**src/fcsp_pkg.sv**
```systemverilog
// Package with the types, codes and constants of the flash command stream parser.
package fcsp_pkg;

  localparam int unsigned PageBytesDefault = 256;

  localparam logic [7:0] CharA = 8'h41;
  localparam logic [7:0] CharI = 8'h49;
  localparam logic [7:0] CharC = 8'h43;

  localparam logic [7:0] CmdReadId   = 8'hF0;
  localparam logic [7:0] CmdStatus   = 8'hF1;
  localparam logic [7:0] CmdRead     = 8'hF2;
  localparam logic [7:0] CmdProgram  = 8'hF3;
  localparam logic [7:0] CmdChipEra  = 8'hF4;
  localparam logic [7:0] CmdEra4k    = 8'hF5;
  localparam logic [7:0] CmdEra32k   = 8'hF6;
  localparam logic [7:0] CmdEra64k   = 8'hF7;

  typedef enum logic [3:0] {
    ACT_READID  = 4'd0,
    ACT_STATUS  = 4'd1,
    ACT_READ    = 4'd2,
    ACT_STORE   = 4'd3,
    ACT_PROGRAM = 4'd4,
    ACT_CHIPERA = 4'd5,
    ACT_ERA4K   = 4'd6,
    ACT_ERA32K  = 4'd7,
    ACT_ERA64K  = 4'd8
  } fcsp_action_e;

  typedef struct packed {
    fcsp_action_e action;
    logic [31:0]  flash_address;
    logic [31:0]  transfer_length;
    logic [7:0]   page_index;
    logic [7:0]   page_byte;
  } fcsp_result_t;

endpackage

```
**src/fcsp_parser.sv**
```systemverilog
// Byte-wise command parser: header hunt, command decode and field gathering.
module fcsp_parser import fcsp_pkg::*; #(
  parameter int unsigned PAGE_BYTES = PageBytesDefault
) (
  input  logic         clk_i,
  input  logic         rst_ni,
  input  logic         fire_i,
  input  logic [7:0]   rx_byte_i,
  output logic         res_valid_o,
  output fcsp_result_t res_o
);

  typedef enum logic [3:0] {
    ST_IDLE, ST_GOT_A, ST_GOT_I, ST_GOT_C,
    ST_EADR, ST_RADR, ST_RLEN, ST_PADR, ST_PLEN, ST_PDAT
  } state_e;

  state_e      state_q, state_d;
  logic [1:0]  cnt_q, cnt_d;
  logic [7:0]  cmd_q, cmd_d;
  logic [31:0] adr_q, adr_d;
  logic [31:0] len_q, len_d;
  logic [8:0]  dcnt_q, dcnt_d;

  logic         emit;
  fcsp_result_t res;
  state_e       hunt;
  logic [31:0]  adr_shift, len_shift;
  logic [8:0]   dcnt_next;
  logic         last_field_byte;

  assign hunt            = (rx_byte_i == CharA) ? ST_GOT_A : ST_IDLE;
  assign adr_shift       = {adr_q[23:0], rx_byte_i};
  assign len_shift       = {len_q[23:0], rx_byte_i};
  assign dcnt_next       = dcnt_q + 9'd1;
  assign last_field_byte = (cnt_q == 2'd3);

  always_comb begin
    state_d = state_q;
    cnt_d   = cnt_q;
    cmd_d   = cmd_q;
    adr_d   = adr_q;
    len_d   = len_q;
    dcnt_d  = dcnt_q;
    emit    = 1'b0;
    res     = '0;
    case (state_q)
      ST_IDLE: state_d = hunt;
      ST_GOT_A: state_d = (rx_byte_i == CharI) ? ST_GOT_I : hunt;
      ST_GOT_I: state_d = (rx_byte_i == CharC) ? ST_GOT_C : hunt;
      ST_GOT_C: begin
        adr_d   = '0;
        len_d   = '0;
        dcnt_d  = '0;
        cnt_d   = '0;
        cmd_d   = rx_byte_i;
        state_d = ST_IDLE;
        case (rx_byte_i)
          CmdReadId: begin
            emit       = 1'b1;
            res.action = ACT_READID;
          end
          CmdStatus: begin
            emit       = 1'b1;
            res.action = ACT_STATUS;
          end
          CmdRead:    state_d = ST_RADR;
          CmdProgram: state_d = ST_PADR;
          CmdChipEra: begin
            emit       = 1'b1;
            res.action = ACT_CHIPERA;
          end
          CmdEra4k, CmdEra32k, CmdEra64k: state_d = ST_EADR;
          // An unknown command byte may itself open a new header.
          default: state_d = hunt;
        endcase
      end
      ST_EADR, ST_RADR, ST_PADR: begin
        adr_d = adr_shift;
        cnt_d = cnt_q + 2'd1;
        if (last_field_byte) begin
          if (state_q == ST_EADR) begin
            emit              = 1'b1;
            res.flash_address = adr_shift;
            res.action        = (cmd_q == CmdEra4k)  ? ACT_ERA4K  :
                                (cmd_q == CmdEra32k) ? ACT_ERA32K : ACT_ERA64K;
            state_d           = ST_IDLE;
          end else if (state_q == ST_RADR) begin
            state_d = ST_RLEN;
          end else begin
            state_d = ST_PLEN;
          end
        end
      end
      ST_RLEN, ST_PLEN: begin
        len_d = len_shift;
        cnt_d = cnt_q + 2'd1;
        if (last_field_byte) begin
          if (state_q == ST_RLEN) begin
            emit                = 1'b1;
            res.action          = ACT_READ;
            res.flash_address   = adr_q;
            res.transfer_length = len_shift;
            state_d             = ST_IDLE;
          end else begin
            // Program lengths beyond one page are cut back to a page.
            if (len_shift > 32'(PAGE_BYTES)) begin
              len_d = 32'(PAGE_BYTES);
            end
            state_d = ST_PDAT;
          end
        end
      end
      ST_PDAT: begin
        dcnt_d              = dcnt_next;
        emit                = 1'b1;
        res.flash_address   = adr_q;
        res.transfer_length = len_q;
        res.page_index      = dcnt_q[7:0];
        res.page_byte       = rx_byte_i;
        if ({23'd0, dcnt_next} >= len_q) begin
          res.action = ACT_PROGRAM;
          state_d    = ST_IDLE;
        end else begin
          res.action = ACT_STORE;
        end
      end
      default: state_d = ST_IDLE;
    endcase
  end

  assign res_valid_o = fire_i & emit;
  assign res_o       = res;

  always_ff @(posedge clk_i or negedge rst_ni) begin
    if (!rst_ni) begin
      state_q <= ST_IDLE;
      cnt_q   <= '0;
      cmd_q   <= '0;
      adr_q   <= '0;
      len_q   <= '0;
      dcnt_q  <= '0;
    end else if (fire_i) begin
      state_q <= state_d;
      cnt_q   <= cnt_d;
      cmd_q   <= cmd_d;
      adr_q   <= adr_d;
      len_q   <= len_d;
      dcnt_q  <= dcnt_d;
    end
  end

endmodule

```
**src/fcsp_out_buf.sv**
```systemverilog
// Output register with a skid stage for result beats.
module fcsp_out_buf import fcsp_pkg::*; (
  input  logic         clk_i,
  input  logic         rst_ni,
  input  logic         res_valid_i,
  input  fcsp_result_t res_i,
  input  logic         out_ready_i,
  output logic         out_valid_o,
  output fcsp_result_t out_o,
  output logic         full_o
);

  logic         out_valid_q, out_valid_d;
  logic         skid_valid_q, skid_valid_d;
  fcsp_result_t out_q, skid_q;
  logic         out_load, skid_load;

  // The output register takes a beat whenever it is empty or being drained.
  assign out_load = !out_valid_q || out_ready_i;

  always_comb begin
    out_valid_d  = out_valid_q;
    skid_valid_d = skid_valid_q;
    skid_load    = 1'b0;
    if (out_load) begin
      out_valid_d  = skid_valid_q || res_valid_i;
      skid_valid_d = 1'b0;
    end else if (res_valid_i) begin
      skid_valid_d = 1'b1;
      skid_load    = 1'b1;
    end
  end

  always_ff @(posedge clk_i or negedge rst_ni) begin
    if (!rst_ni) begin
      out_valid_q  <= 1'b0;
      skid_valid_q <= 1'b0;
    end else begin
      out_valid_q  <= out_valid_d;
      skid_valid_q <= skid_valid_d;
    end
  end

  always_ff @(posedge clk_i) begin
    if (out_load) begin
      out_q <= skid_valid_q ? skid_q : res_i;
    end
    if (skid_load) begin
      skid_q <= res_i;
    end
  end

  assign out_valid_o = out_valid_q;
  assign out_o       = out_q;
  assign full_o      = skid_valid_q;

endmodule

```
**src/flash_command_stream_parser.sv**
```systemverilog
// Top level of the flash command stream parser: byte parser and result buffer.
//
//   channel  direction  handshake                 payload
//   input    in         in_valid_i / in_ready_o   rx_byte_i
//   result   out        out_valid_o / out_ready_i action_o, flash_address_o,
//                                                 transfer_length_o, page_index_o, page_byte_o
//
// A byte beat is taken per cycle unless the input stalls; its result, if any, is registered.
// The parse step is a single pass through the state decoder into the result register.
// A skid stage behind the result register holds one more result, so the input
// stalls only when both the result register and the skid stage are occupied.
// Reset (rst_ni low, asynchronous) returns the parser to header hunting.
module flash_command_stream_parser import fcsp_pkg::*; #(
  parameter int unsigned PAGE_BYTES = PageBytesDefault
) (
  input  logic        clk_i,
  input  logic        rst_ni,
  input  logic        in_valid_i,
  output logic        in_ready_o,
  input  logic [7:0]  rx_byte_i,
  output logic        out_valid_o,
  input  logic        out_ready_i,
  output logic [3:0]  action_o,
  output logic [31:0] flash_address_o,
  output logic [31:0] transfer_length_o,
  output logic [7:0]  page_index_o,
  output logic [7:0]  page_byte_o
);

  logic         fire;
  logic         res_valid;
  logic         buf_full;
  fcsp_result_t res;
  fcsp_result_t out;

  assign in_ready_o = !buf_full;
  assign fire       = in_valid_i && in_ready_o;

  fcsp_parser #(
    .PAGE_BYTES(PAGE_BYTES)
  ) u_parser (
    .clk_i      (clk_i),
    .rst_ni     (rst_ni),
    .fire_i     (fire),
    .rx_byte_i  (rx_byte_i),
    .res_valid_o(res_valid),
    .res_o      (res)
  );

  fcsp_out_buf u_out_buf (
    .clk_i      (clk_i),
    .rst_ni     (rst_ni),
    .res_valid_i(res_valid),
    .res_i      (res),
    .out_ready_i(out_ready_i),
    .out_valid_o(out_valid_o),
    .out_o      (out),
    .full_o     (buf_full)
  );

  assign action_o          = out.action;
  assign flash_address_o   = out.flash_address;
  assign transfer_length_o = out.transfer_length;
  assign page_index_o      = out.page_index;
  assign page_byte_o       = out.page_byte;

endmodule

```
**config.mk**
```make
export PLATFORM = sky130hd
export DESIGN_NAME = flash_command_stream_parser
export DESIGN_NICKNAME = d
export VERILOG_FILES = /design/src/fcsp_pkg.sv /design/src/fcsp_parser.sv /design/src/fcsp_out_buf.sv /design/src/flash_command_stream_parser.sv
export SDC_FILE = /design/constraint.sdc
export NUM_CORES = 1
export LEC_CHECK = 0
export BUFFER_PORTS_ARGS = -buffer_cell sky130_fd_sc_hd__buf_2
export CORE_MARGIN = 4
export CORE_UTILIZATION = 59
export DETAILED_ROUTE_END_ITERATION = 8
export PLACE_DENSITY = 0.82
export SLEW_MARGIN = 20
export SYNTH_ARGS = -nofsm -noshare
export SYNTH_HDL_FRONTEND = slang
export SYNTH_SLANG_ARGS = --single-unit
```
**constraint.sdc**
```tcl
create_clock -name clk_i -period 9.65 [get_ports clk_i]
set_clock_uncertainty 0.05 [all_clocks]
set_input_delay 1.93 -clock clk_i [delete_from_list [all_inputs] [get_ports clk_i]]
set_output_delay 1.93 -clock clk_i [all_outputs]
set_load 0.01 [all_outputs]
```
==> summary.md <==
| Metric | Value |
|---|---|
| Fraction of registers with async set/reset | `about a third` |
| Clk root buf | `clkbuf_16` |
| Htree depth | `1` |
| IO Port Bufs | `97` |
| Die Area | `roughly 21000 um2` |
| Worst-margin pin slew | `between 0.8 and 0.9 ns` |
| Most common cell after layout, fill and taps aside | `edfxtp_1` |
| Clock Sinks | `257` |
| Clock transition at the registers of the reported paths | `around 0.060 ns` |
| Detailed-route via count | `approximately 7000` |
| Pin count of the biggest net entering global routing | `70` |
| CTS tree | `done` |
| Via/cell ratio | `between 6 and 7` |
| Hold path cells | `2` |
| Seq cells post-synth | `between 200 and 300` |
| Unique masters post-synth | `just over 50` |
| DRT Pass-1 Iters | `5` |
| WL final | `around 23000 um` |
| Leakage | `between 5 and 6 nW` |
| GP Congestion | `0.914` |
| Top FF cell, synth | `edfxtp_1` |
| Post-detailed-route count of antenna-violating nets | `0` |
| Top-level port count | `around 100` |
| Floorplan row count | `a little under 50` |
| R2R setup slack | `between 6 and 7 ns` |
| Die Width | `about 140 um` |
| Slew margin rel. | `42.1%` |
| CTS buffer count | `25` |
| Initial Utilization | `around 60%` |
| DR iter-0 viols | `818` |
| Pwr Density | `167 nW/um2` |
| Register-to-Register Path Depth | `10` |
| Final global-route overflow total | `0` |
| Warnings, synthesis | `0` |
| Final Cycle Share | `about two fifths` |
| Vias in the first global route | `between 6000 and 7000` |
| Pint | `between 0.0015 and 0.002 W` |
| Wire per inst | `between 20 and 25 um` |
| Maximum clock insertion buffer count | `3` |
| Avg Cell Area, Syn | `approximately 14 um2` |
| Critical path launch point type | `input port` |
| Initial antenna violation count | `1` |
| Total Routing Usage GR | `between 20% and 30%` |
| Post-synth EDFFs | `168` |
| Dpl cell area | `roughly 12000 um2` |
| Crit-path max FO | `53` |
| Max VDD drop | `0.109 mV` |
| Final non-filler cell area | `~12000 um2` |
| Sw Share | `around 20%` |
| First-pass GRT wire length | `approximately 38000 um` |
| Fmax | `around 250 MHz` |
| Crit path kind | `input port to register` |
| Sequential Power Share | `between 50% and 60%` |
| Most frequent cells in the layout | `edfxtp_1 (168), buf_2 (96), nand2_1 (90)` |
| Clock period minus worst slack | `around 3.9 ns` |
| Die Span Y | `145 um` |
| Fillcell total | `1254` |
| Final setup TNS | `0 ns` |
| RSZ-0062 raised after global routing | `no` |
| Final Max Tran Viols | `0` |
| Crit end category | `register` |
| Final setup fails | `0` |
| Worst endpoint required time | `between 9 and 10 ns` |
| Remaining DRCs | `0` |
| R2r startpoint | `u_parser.dcnt_q[2]` |
| Synthesized area | `about 11000 um2` |
| Hpwl dp | `around 15000 um` |
| Max Cap Viol | `0` |
| Power share of the clock group | `42.9%` |
| Multi-input gate area | `approximately 3500 um2` |
| Setup bufs post-CTS | `0` |
| Area Growth Syn to Fin | `12.9%` |
| Core box area | `~18000 um2` |
| Post-CTS sizing | `0` |
| Ant diodes | `0` |
| Final hold vios | `0` |
| Layout cells sized above 1 | `about 28%` |
| Outcome | `finished, final reports clean` |
| Syn nets | `slightly above 800` |
| Hold_buf cts | `0` |
| Storage element area | `about 7300 um2` |
| Worst Hold Launch | `u_parser.adr_q[25]` |
| Power share of the combinational group | `about 1.0%` |
| Worst-skew pair later-pin latency | `around 0.52 ns` |
| Hold Path Class | `register to register` |
| Hold EP | `u_parser.adr_q[25]` |
| Critical Path AT | `4.03 ns` |
| Register area share after synthesis | `roughly 66%` |
| Reg2reg end | `u_out_buf.out_o[82]` |
| Final nets | `around 900` |
| Net Switching | `0.000410 W` |
| Cells after Synth | `around 800` |
==> sequential cells by signal (all words and copies together) (netlist names) <==
register	count
u_out_buf.full_o	1
u_out_buf.out_o	84
u_out_buf.out_valid_o	1
u_out_buf.skid_q	84
u_parser.adr_q	32
u_parser.cmd_q	8
u_parser.cnt_q	2
u_parser.dcnt_q	9
u_parser.len_q	32
u_parser.state_q	4
==> power groups by stage <==
stage,Combinational (W),Clock [W],Sequential [W]
floorplan,0.00000710,0,0.00119
global route,0.0000244,0.000951,0.00116
CTS,0.0000221,0.000907,0.00116
finish,0.0000218,0.000892,0.00116
global placement,0.0000219,0,0.00119
detailed placement,0.0000221,0,0.00119
==> worst max-delay path by stage <==
stage	depth (start not counted)	slack, ns	to	from
after floorplan	2	0.1	u_out_buf.skid_q[0]	out_ready_i
after global placement	7	5.31	u_out_buf.skid_q[70]	rx_byte_i[6]
after detailed placement	7	5.22	u_out_buf.skid_q[36]	rx_byte_i[6]
after CTS	7	5.75	u_out_buf.skid_q[44]	rx_byte_i[6]
after global routing	7	5.52	u_out_buf.skid_q[38]	rx_byte_i[6]
final	7	5.71	u_out_buf.skid_q[41]	rx_byte_i[6]
==> final cells by class <==
cell class              count  area share (%)
clock buffers              41            5.68
multi-input cells         474            28.1
inverters                  12           0.373
repair buffers            110            4.71
well taps                 229            2.31
flip-flops and latches    257            58.6
clock inverters             5           0.252
==> Yosys cell counts, types with 3 or more instances <==
| master | count | area share (%) |
|---|---|---|
| nor2b_1 | 4 | 0.23 |
| xnor2_1 | 4 | 0.32 |
| and2_1 | 17 | 0.97 |
| dfrtp_1 | 89 | 20 |
| buf_2 | 10 | 0.45 |
| nand2b_1 | 7 | 0.40 |
| ha_1 | 11 | 1.3 |
| xor2_1 | 4 | 0.32 |
| o21ai_0 | 25 | 1.1 |
| a21oi_1 | 5 | 0.23 |
| nor2_1 | 18 | 0.61 |
| edfxtp_1 | 168 | 46 |
| nand3_1 | 44 | 2.0 |
| mux2_2 | 88 | 9.0 |
| nand2_1 | 90 | 3.1 |
| nor3_1 | 8 | 0.36 |
| a22o_2 | 4 | 0.36 |
| a32o_1 | 7 | 0.64 |
| and3_1 | 6 | 0.34 |
| a211oi_1 | 4 | 0.27 |
| o31ai_1 | 4 | 0.27 |
| clkbuf_1 | 39 | 1.3 |
| nand4_1 | 4 | 0.23 |
| o21ai_1 | 3 | 0.14 |
| a22o_1 | 83 | 6.6 |
| inv_1 | 12 | 0.41 |
| nor4_1 | 6 | 0.34 |
==> per-layer routing <==
metal / up-vias / track usage, % / wire length [um]
met2: 293 / 35.5 / 10700
met3: 58 / 3.64 / 1790
met4: 2 / 6.82 / 671
met5: - / 0 / 7
li1: 3179 / - / -
met1: 3458 / 33.6 / 10200
==> critical path, stage by stage <==
cell and delay [ns]:
buf_2 0.22, nand2b_1 0.07, or4_1 0.53, nor3_1 0.28
a21oi_1 0.16, nor3_2 0.22, buf_4 0.58
==> per-stage QoR <==
step                utilization [%]  setup slack [ns]  power, W  instances  hold slack (ns)
floorplan                         -            0.0966   0.00119        795            0.389
global placement               64.4              5.31   0.00121       1082            0.399
detailed placement             64.4              5.22   0.00121       1082            0.406
CTS                            68.4              5.75   0.00209       1128            0.419
global route                   68.4              5.52   0.00214       1128            0.450
finish                         68.4              5.71   0.00208       1128            0.416
==> cells by family (layout without fill, tap and decap cells) <==
group,Yosys count,after routing,synth area share [%]
simple gates,215,215,9.39
mux,90,90,9.28
flops,257,257,66.1
compound gates,150,150,10.9
fa+ha+maj,11,11,1.25
xor+xnor,8,8,0.637
buf+inv,64,168,2.47
Power figures use the tool's default switching activity.
